===== src/sv/cpfa_pkg.sv =====
// ----------------------------------------------------------------------------
// cpfa_pkg: shared types and codes for the copy-on-write frame allocator
// Word formats of the command and result channels, the internal memory
// port structs and the opcode, rights and status codes.
// ----------------------------------------------------------------------------
package cpfa_pkg;

    // opcodes
    localparam logic [1:0] OP_ALLOC = 2'd0;
    localparam logic [1:0] OP_FREE  = 2'd1;
    localparam logic [1:0] OP_FAULT = 2'd2;
    localparam logic [1:0] OP_SHARE = 2'd3;

    // access rights codes and bits
    localparam logic [1:0] RIGHTS_RO   = 2'b01;
    localparam logic [1:0] RIGHTS_RW   = 2'b11;
    localparam int         RIGHT_WRITE = 1;

    // status codes
    localparam logic [2:0] ST_OK       = 3'd0;
    localparam logic [2:0] ST_NOFRAME  = 3'd1;
    localparam logic [2:0] ST_INVALID  = 3'd2;
    localparam logic [2:0] ST_READONLY = 3'd3;
    localparam logic [2:0] ST_NOTCOW   = 3'd4;

    localparam logic [7:0] COUNT_MAX = 8'hFF;

    // command word
    typedef struct packed {
        logic [1:0] opcode;
        logic [7:0] page_number;
        logic [1:0] access_rights;
    } cmd_t;

    // result word
    typedef struct packed {
        logic [2:0] status;
        logic [3:0] frame_number;
    } result_t;

    // one page entry
    typedef struct packed {
        logic       valid;
        logic       writable;
        logic       origin_ro;
        logic [3:0] frame;
    } entry_t;

    // entry memory write port
    typedef struct packed {
        logic       en;
        logic [7:0] addr;
        entry_t     data;
    } entry_wr_t;

    // count memory write port
    typedef struct packed {
        logic       en;
        logic [3:0] frame;
        logic [7:0] count;
    } cnt_wr_t;

    // count memory read result and free-frame search
    typedef struct packed {
        logic [7:0] count;
        logic       any_free;
        logic [3:0] free_frame;
    } cnt_rd_t;

endpackage


===== src/sv/cow_page_frame_allocator_core.sv =====
// ----------------------------------------------------------------------------
// cow_page_frame_allocator_core: copy-on-write page frame allocator
// The result strobe is registered: an accepted word passes the count and exec
// states (and a copy state for a fault that copies to a fresh frame); a new word
// is taken only back in idle, after the entry read, the count read and the write back.
// Reset: all entries invalid and all frames free at once, no clearing pass.
// Results are strobed for one cycle; the receiver cannot stall.
// ----------------------------------------------------------------------------
module cow_page_frame_allocator_core
    import cpfa_pkg::*;
#(
    parameter int FRAMES            = 16,
    parameter int ENTRIES_PER_TABLE = 16
)
(
    input  logic    clk,
    input  logic    rst_n,
    input  logic    start,
    output logic    busy,
    input  cmd_t    cmd,
    output logic    done,
    output result_t result
);

    localparam int         FRAMES_USED = (FRAMES < 16) ? FRAMES : 16;
    localparam int         PAGES_USED  = ENTRIES_PER_TABLE * ENTRIES_PER_TABLE;
    localparam int         PAGE_DEPTH  = (PAGES_USED < 256) ? PAGES_USED : 256;
    localparam logic [12:0] PAGE_LIMIT = 13'(PAGES_USED);

    typedef enum logic [1:0] {S_IDLE, S_COUNT, S_EXEC, S_COPY} state_t;

    state_t    state_reg;
    cmd_t      cmd_reg;
    logic      in_range_reg;
    logic      done_reg;
    result_t   result_reg;

    logic      accept;
    entry_t    ent_rd;
    entry_wr_t ent_wr;
    cnt_rd_t   cnt_rd;
    cnt_wr_t   cnt_wr;
    cnt_wr_t   exec_cnt_wr;
    result_t   result_next;
    logic      copy_next;
    logic [7:0] cnt;

    assign accept = start && (state_reg == S_IDLE);
    assign busy   = (state_reg != S_IDLE);
    assign done   = done_reg;
    assign result = result_reg;

    // page entry store
    cpfa_entry_mem #(
        .PAGE_DEPTH (PAGE_DEPTH)
    ) u_entry_mem (
        .clk     (clk),
        .rst_n   (rst_n),
        .rd_en   (accept),
        .rd_addr (cmd.page_number),
        .rd_data (ent_rd),
        .wr      (ent_wr)
    );

    // frame reference counts
    cpfa_count_mem #(
        .FRAMES_USED (FRAMES_USED)
    ) u_count_mem (
        .clk      (clk),
        .rst_n    (rst_n),
        .rd_en    (state_reg == S_COUNT),
        .rd_frame (ent_rd.frame),
        .rd_data  (cnt_rd),
        .wr       (cnt_wr)
    );

    assign cnt = cnt_rd.count;

    // operation decode and write back
    always_comb
    begin
        ent_wr      = '0;
        ent_wr.addr = cmd_reg.page_number;
        ent_wr.data = ent_rd;
        exec_cnt_wr = '0;
        result_next = '0;
        copy_next   = 1'b0;
        priority if (!in_range_reg)
        begin
            result_next.status = ST_INVALID;
        end
        else if (cmd_reg.opcode == OP_ALLOC)
        begin
            if (!cnt_rd.any_free)
            begin
                result_next.status = ST_NOFRAME;
            end
            else
            begin
                ent_wr.en         = 1'b1;
                ent_wr.data.valid = 1'b1;
                ent_wr.data.frame = cnt_rd.free_frame;
                if (cmd_reg.access_rights == RIGHTS_RO)
                begin
                    ent_wr.data.writable  = 1'b0;
                    ent_wr.data.origin_ro = 1'b1;
                end
                else if (cmd_reg.access_rights == RIGHTS_RW)
                begin
                    ent_wr.data.writable  = 1'b1;
                    ent_wr.data.origin_ro = 1'b0;
                end
                exec_cnt_wr.en           = 1'b1;
                exec_cnt_wr.frame        = cnt_rd.free_frame;
                exec_cnt_wr.count        = 8'd1;
                result_next.frame_number = cnt_rd.free_frame;
            end
        end
        else if (!ent_rd.valid)
        begin
            result_next.status = ST_INVALID;
        end
        else if (cmd_reg.opcode == OP_FREE)
        begin
            ent_wr.en         = 1'b1;
            ent_wr.data       = '0;
            exec_cnt_wr.en    = 1'b1;
            exec_cnt_wr.frame = ent_rd.frame;
            exec_cnt_wr.count = (cnt == 8'd0) ? 8'd0 : cnt - 8'd1;
        end
        else if (cmd_reg.opcode == OP_FAULT)
        begin
            if (ent_rd.writable || !cmd_reg.access_rights[RIGHT_WRITE])
            begin
                result_next.status = ST_NOTCOW;
            end
            else if (ent_rd.origin_ro)
            begin
                result_next.status = ST_READONLY;
            end
            else if (cnt <= 8'd1)
            begin
                ent_wr.en                = 1'b1;
                ent_wr.data.writable     = 1'b1;
                result_next.frame_number = ent_rd.frame;
            end
            else if (!cnt_rd.any_free)
            begin
                result_next.status = ST_NOFRAME;
            end
            else
            begin
                // move to a fresh frame: release the old one now, claim the new one next
                ent_wr.en                = 1'b1;
                ent_wr.data.writable     = 1'b1;
                ent_wr.data.frame        = cnt_rd.free_frame;
                exec_cnt_wr.en           = 1'b1;
                exec_cnt_wr.frame        = ent_rd.frame;
                exec_cnt_wr.count        = cnt - 8'd1;
                copy_next                = 1'b1;
                result_next.frame_number = cnt_rd.free_frame;
            end
        end
        else
        begin
            ent_wr.en                = 1'b1;
            ent_wr.data.writable     = 1'b0;
            exec_cnt_wr.en           = 1'b1;
            exec_cnt_wr.frame        = ent_rd.frame;
            exec_cnt_wr.count        = (cnt == COUNT_MAX) ? cnt : cnt + 8'd1;
            result_next.frame_number = ent_rd.frame;
        end
        if (state_reg != S_EXEC)
        begin
            ent_wr.en = 1'b0;
        end
    end

    // count port: decode write in exec, fresh frame claim in copy
    always_comb
    begin
        cnt_wr = '0;
        unique case (state_reg)
            S_EXEC:
            begin
                cnt_wr = exec_cnt_wr;
            end
            S_COPY:
            begin
                cnt_wr.en    = 1'b1;
                cnt_wr.frame = cnt_rd.free_frame;
                cnt_wr.count = 8'd1;
            end
            default:
            begin
                cnt_wr = '0;
            end
        endcase
    end

    // sequencer and result register
    always_ff @(posedge clk or negedge rst_n)
    begin
        if (!rst_n)
        begin
            state_reg    <= S_IDLE;
            cmd_reg      <= '0;
            in_range_reg <= 1'b0;
            done_reg     <= 1'b0;
            result_reg   <= '0;
        end
        else
        begin
            done_reg <= 1'b0;
            unique case (state_reg)
                S_IDLE:
                begin
                    if (start)
                    begin
                        cmd_reg      <= cmd;
                        in_range_reg <= ({5'd0, cmd.page_number} < PAGE_LIMIT);
                        state_reg    <= S_COUNT;
                    end
                end
                S_COUNT:
                begin
                    state_reg <= S_EXEC;
                end
                S_EXEC:
                begin
                    result_reg <= result_next;
                    if (copy_next)
                    begin
                        state_reg <= S_COPY;
                    end
                    else
                    begin
                        done_reg  <= 1'b1;
                        state_reg <= S_IDLE;
                    end
                end
                S_COPY:
                begin
                    done_reg  <= 1'b1;
                    state_reg <= S_IDLE;
                end
                default:
                begin
                    state_reg <= S_IDLE;
                end
            endcase
        end
    end

endmodule


===== src/sv/cpfa_entry_mem.sv =====
// ----------------------------------------------------------------------------
// cpfa_entry_mem: page entry store
// Synchronous memory of page entries with registered read. Valid
// bits sit in flip-flops cleared by reset; an invalid entry reads as zero.
// ----------------------------------------------------------------------------
module cpfa_entry_mem
    import cpfa_pkg::*;
#(
    parameter int PAGE_DEPTH = 256
)
(
    input  logic      clk,
    input  logic      rst_n,
    input  logic      rd_en,
    input  logic [7:0] rd_addr,
    output entry_t    rd_data,
    input  entry_wr_t wr
);

    localparam int AW = $clog2(PAGE_DEPTH);

    entry_t                  mem [PAGE_DEPTH];
    logic [PAGE_DEPTH-1:0]   valid_reg;
    logic                    rd_valid_reg;
    entry_t                  rd_data_reg;

    // valid bits
    always_ff @(posedge clk or negedge rst_n)
    begin
        if (!rst_n)
        begin
            valid_reg    <= '0;
            rd_valid_reg <= 1'b0;
        end
        else
        begin
            if (rd_en)
            begin
                rd_valid_reg <= valid_reg[rd_addr[AW-1:0]];
            end
            if (wr.en)
            begin
                valid_reg[wr.addr[AW-1:0]] <= wr.data.valid;
            end
        end
    end

    // entry array, registered read
    always_ff @(posedge clk)
    begin
        if (wr.en)
        begin
            mem[wr.addr[AW-1:0]] <= wr.data;
        end
        if (rd_en)
        begin
            rd_data_reg <= mem[rd_addr[AW-1:0]];
        end
    end

    // an entry never written or freed reads as all zero
    always_comb
    begin
        rd_data = '0;
        if (rd_valid_reg)
        begin
            rd_data       = rd_data_reg;
            rd_data.valid = 1'b1;
        end
    end

endmodule


===== src/sv/cpfa_count_mem.sv =====
// ----------------------------------------------------------------------------
// cpfa_count_mem: frame reference counts
// Count memory with registered read plus a free flag per frame in
// flip-flops; the smallest free frame is searched and registered on a read.
// ----------------------------------------------------------------------------
module cpfa_count_mem
    import cpfa_pkg::*;
#(
    parameter int FRAMES_USED = 16
)
(
    input  logic       clk,
    input  logic       rst_n,
    input  logic       rd_en,
    input  logic [3:0] rd_frame,
    output cnt_rd_t    rd_data,
    input  cnt_wr_t    wr
);

    localparam int FW = (FRAMES_USED > 1) ? $clog2(FRAMES_USED) : 1;

    logic [7:0]             mem [FRAMES_USED];
    logic [FRAMES_USED-1:0] free_reg;
    logic                   rd_free_reg;
    logic [7:0]             rd_count_reg;
    logic                   any_free_reg;
    logic [3:0]             free_frame_reg;
    logic                   any_free;
    logic [3:0]             free_frame;

    // smallest free frame
    always_comb
    begin
        any_free   = 1'b0;
        free_frame = '0;
        for (int i = FRAMES_USED - 1; i >= 0; i--)
        begin
            if (free_reg[i])
            begin
                any_free   = 1'b1;
                free_frame = 4'(i);
            end
        end
    end

    // free flags and registered search result
    always_ff @(posedge clk or negedge rst_n)
    begin
        if (!rst_n)
        begin
            free_reg       <= '1;
            rd_free_reg    <= 1'b1;
            any_free_reg   <= 1'b0;
            free_frame_reg <= '0;
        end
        else
        begin
            if (rd_en)
            begin
                rd_free_reg    <= free_reg[rd_frame[FW-1:0]];
                any_free_reg   <= any_free;
                free_frame_reg <= free_frame;
            end
            if (wr.en)
            begin
                free_reg[wr.frame[FW-1:0]] <= (wr.count == 8'd0);
            end
        end
    end

    // count array, registered read
    always_ff @(posedge clk)
    begin
        if (wr.en)
        begin
            mem[wr.frame[FW-1:0]] <= wr.count;
        end
        if (rd_en)
        begin
            rd_count_reg <= mem[rd_frame[FW-1:0]];
        end
    end

    // a free frame reads as count zero
    assign rd_data.count      = rd_free_reg ? 8'd0 : rd_count_reg;
    assign rd_data.any_free   = any_free_reg;
    assign rd_data.free_frame = free_frame_reg;

endmodule


===== config.mk =====
export PLATFORM = sky130hd
export DESIGN_NAME = cow_page_frame_allocator_core
export DESIGN_NICKNAME = d
export VERILOG_FILES = /design/src/sv/cpfa_pkg.sv /design/src/sv/cow_page_frame_allocator_core.sv /design/src/sv/cpfa_entry_mem.sv /design/src/sv/cpfa_count_mem.sv
export SDC_FILE = /design/constraint.sdc
export NUM_CORES = 2
export LEC_CHECK = 0
export BUFFER_PORTS_ARGS = -buffer_cell sky130_fd_sc_hd__buf_2
export CAP_MARGIN = 5
export CORE_ASPECT_RATIO = 0.75
export CORE_MARGIN = 10
export CORE_UTILIZATION = 45
export DETAILED_ROUTE_END_ITERATION = 7
export PLACE_DENSITY_LB_ADDON = 0.05
export SETUP_SLACK_MARGIN = 0.02
export SYNTH_ARGS = -nofsm -noshare
export SYNTH_HDL_FRONTEND = slang
export SYNTH_HIERARCHICAL = 1
export SYNTH_SLANG_ARGS = --single-unit

===== constraint.sdc =====
create_clock -name clk -period 14.1 [get_ports clk]
set_input_delay 0.705 -clock clk [delete_from_list [all_inputs] [get_ports clk]]
set_output_delay 0.705 -clock clk [all_outputs]
set_load 0.01 [all_outputs]

==> impl_metrics.csv <==
group,metric,value,unit
placement,place_inst,6230,
grt,grt_pass1_vias,39800,
power_and_ir_drop,finalPower,13500,uW
timing,hold_viol,0,
yosys,syn_inst,4017,
placement,hpwl,124000,um
clocking,cts_root_buf,"clkbuf_16",
critical_path,setup.worst_path.start_class,"flip-flop",
floorplanning,ios,24,
power_and_ir_drop,power_frac_comb,0.099,
final_layout,regArea,58000,um2
critical_path,critPathCaptureType,"flip-flop",
floorplanning,chipHeight,383,um
critical_path,worstSetupPathType,"flip-flop to flip-flop",
timing,min_period_over_period,0.407,
final_layout,area_delta_synth_final,11.8,%
final_layout,fillCellCount,14100,
critical_path,cp_data_required_time,14800,ps
power_and_ir_drop,powerDensity,152,nW/um2
route,drt_iter0_markers,4192,
placement,io_buffers,23,
run_status,status,"finished clean",
clocking,clockBufferDepth,3,
route,routed_wl,208000,um
final_layout,fin_cells,6596,
clocking,cts-resized-gates,0,
route,num_vias,40000,
final_layout,fin_nets,4081,
final_layout,largest_reg_flops,1536,
floorplanning,dieArea,193000,um2
clocking,cts_tree,"done",
timing,setup_viol,0,
critical_path,cp_max_fo,16,
route,first_pass_iters,5,
grt,grt_pass1_wl,301000,um
final_layout,diodes,0,
floorplanning,die_w,505,um
route,detail_route.vias_per_cell,6.07,
timing,slew_headroom,0.187,
clocking,htreeDepth,4,
yosys,synth-simple-area-share,0.0307,
yosys,async_flop_share,0.153,
yosys,ys_seq_area_frac,0.732,
yosys,postSynthAreaPerCell,19.7,um2
timing,slew_viol_final,0,
clocking,clk_pin_slew,70,ps
route,drc_errors,0,
grt,antenna_found_initial,7,
yosys,synth-main-ff-cell,"edfxtp_1",
timing,fin_ws,8360,ps
yosys,synthAdderAreaFrac,0.000474,
run,drv_cap,0,
yosys,synth_top_family_by_area,"multiplexers",
floorplanning,row_count,133,
power_and_ir_drop,swShare,0.246,
clocking,numClockSinks,1980,
critical_path,r2r_setup_slack,8360,ps
power_and_ir_drop,internal_power,10200,uW
floorplanning,start_util,0.452,
power_and_ir_drop,seqPwrFrac,0.504,
timing,fmax,0.174,GHz
timing,rsz0062_at_grt,"false",
final_layout,multi_input_area,20200,um2
min_path,min_path_type,"input port to flip-flop",
critical_path,cp_data_arrival_time,6440,ps
clocking,cts-buffers-inserted,192,
yosys,ys_warn_count,6,
final_layout,design_area,88600,um2
final_layout,layout-drive-gt1-share,0.286,
power_and_ir_drop,ir_drop,0.162,mV
clocking,clkLatencyLatePin,830,ps
yosys,synth_mux_area_frac,0.184,
grt,grt_max_degree,211,
yosys,ys_ff_latch,1980,
placement,pre_cts_ws,7930,ps
grt,grt_use_total,0.212,
power_and_ir_drop,p_leak,0.0294,uW
yosys,synth_compound_area_frac,0.0363,
timing,worst_slew_pin_slew,1210,ps
timing,fin_skew,32.3,ps
yosys,synthXorXnorAreaFrac,0.000774,
route,final_antenna_net_count,0,
grt,grt_overflow,0,
placement,dpl_cell_area,82000,um2
power_and_ir_drop,p_clk_frac,0.397,
yosys,netlist_area,79200,um2
timing,tns,0,ps
placement,gp_congestion,0.774,
route,wire_per_inst,31.6,um
yosys,syn_nets,4035,
yosys,synth_cell_types,75,
yosys,synth_edf_count,1678,
power_and_ir_drop,p_sw,3300,uW
floorplanning,core,175000,um2
timing,min_period,5740,ps
cell usage in the layout, fill, tap and decap left out, types with 19 or more instances in the layout:
| cell | n |
|---|---|
| edfxtp_1 | 1678 |
| mux4_2 | 449 |
| nor2_1 | 295 |
| mux2_2 | 287 |
| dfrtp_1 | 285 |
| a22oi_1 | 196 |
| clkbuf_16 | 196 |
| a21oi_1 | 111 |
| buf_4 | 72 |
| nand2_1 | 54 |
| clkbuf_1 | 40 |
| clkinv_2 | 39 |
| mux2i_1 | 38 |
| mux4_1 | 30 |
| clkinv_1 | 27 |
| o22ai_1 | 24 |
| bufinv_16 | 24 |
| nor4_1 | 22 |
| nor2b_1 | 21 |
| nand3_1 | 20 |
| buf_2 | 20 |
| o21ai_0 | 19 |
per-stage QoR:
step                 util  hold slack [ps]
floorplan               -              409
global placement    0.468              465
detailed placement  0.468              471
CTS                 0.505             44.8
global route        0.505             77.9
finish              0.505             95.4
synth_stat cells, types with 17 or more instances:
cell type,n,area (um2)
o21ai_0,19,95.1
a22oi_1,196,1470
mux4_1,30,788
nand3_1,26,130
mux2i_1,38,380
nand2_1,59,221
mux4_2,449,10100
buf_1,34,128
nor4_1,31,194
o22ai_1,24,150
dfstp_2,17,447
nor2_1,297,1110
a21oi_1,113,566
mux2_2,287,3230
nor2b_1,22,138
clkbuf_1,130,488
dfrtp_1,285,7130
edfxtp_1,1678,50400
buf_2,53,265
critical path, cell delays in order (launching register included):
cell and delay (ps):
edfxtp_1 610, and2_1 350, nor3b_1 430, nand2_1 160, o21ai_0 290, a21oi_1 70, nor2_1 480, nor2b_1 660
nand3_2 1070, nor2_1 1060, mux2_2 410
final timing paths:
check / start / endpoint / cells after the start
worst max-delay path: u_entry_mem/rd_data_reg[4] / u_entry_mem/valid_reg[20] / 10
worst min-delay path: cmd[11] / cmd_reg[11] / 3
worst max register to register: u_entry_mem/rd_data_reg[4] / u_entry_mem/valid_reg[20] / 10
worst min register to register: result[6] / result[6] / 2
max in group asynchronous: rst_n / u_entry_mem/valid_reg[15] / 4
min in group asynchronous: rst_n / u_entry_mem/valid_reg[230] / 2
repair_timing:
item / in CTS / in global routing
setup buffers: 0 / 0
hold buffers: 1 / 0
hold endpoints to repair: 75 / 0
layer usage:
| layer | wire (um) | up-vias | global-route usage |
|---|---|---|---|
| met5 | 27 | - | 0 |
| met4 | 3300 | 4 | 0.0386 |
| met3 | 12700 | 238 | 0.0386 |
| met2 | 91600 | 1225 | 0.309 |
| met1 | 101000 | 21900 | 0.337 |
| li1 | - | 16600 | - |
final cells by class:
class	count	share of cell area
sequential	1980	0.655
multi-input combinational	1770	0.228
clock buffer	253	0.0597
tap	2362	0.0334
clock inverter	112	0.0142
timing repair buffer	104	0.00966
inverter	15	0.000636
power groups by stage:
stage                     clock network [uW]  logic, uW  registers, uW
after floorplan                            0        791           6980
after global placement                     0       1340           6900
after detailed placement                   0       1350           6900
after CTS                               5460       1340           6780
after global routing                    5700       1430           6790
final                                   5340       1330           6780
cell families after synthesis:
group / count (synthesis)
AOI/OAI and AO/OA: 423
xor gates and xnor gates: 7
adders and majority gates: 3
buffers and inverters: 267
DFF: 1980
muxes: 807
and+or+nand+nor: 530
Note: power is estimated with default switching activity, not from simulation.
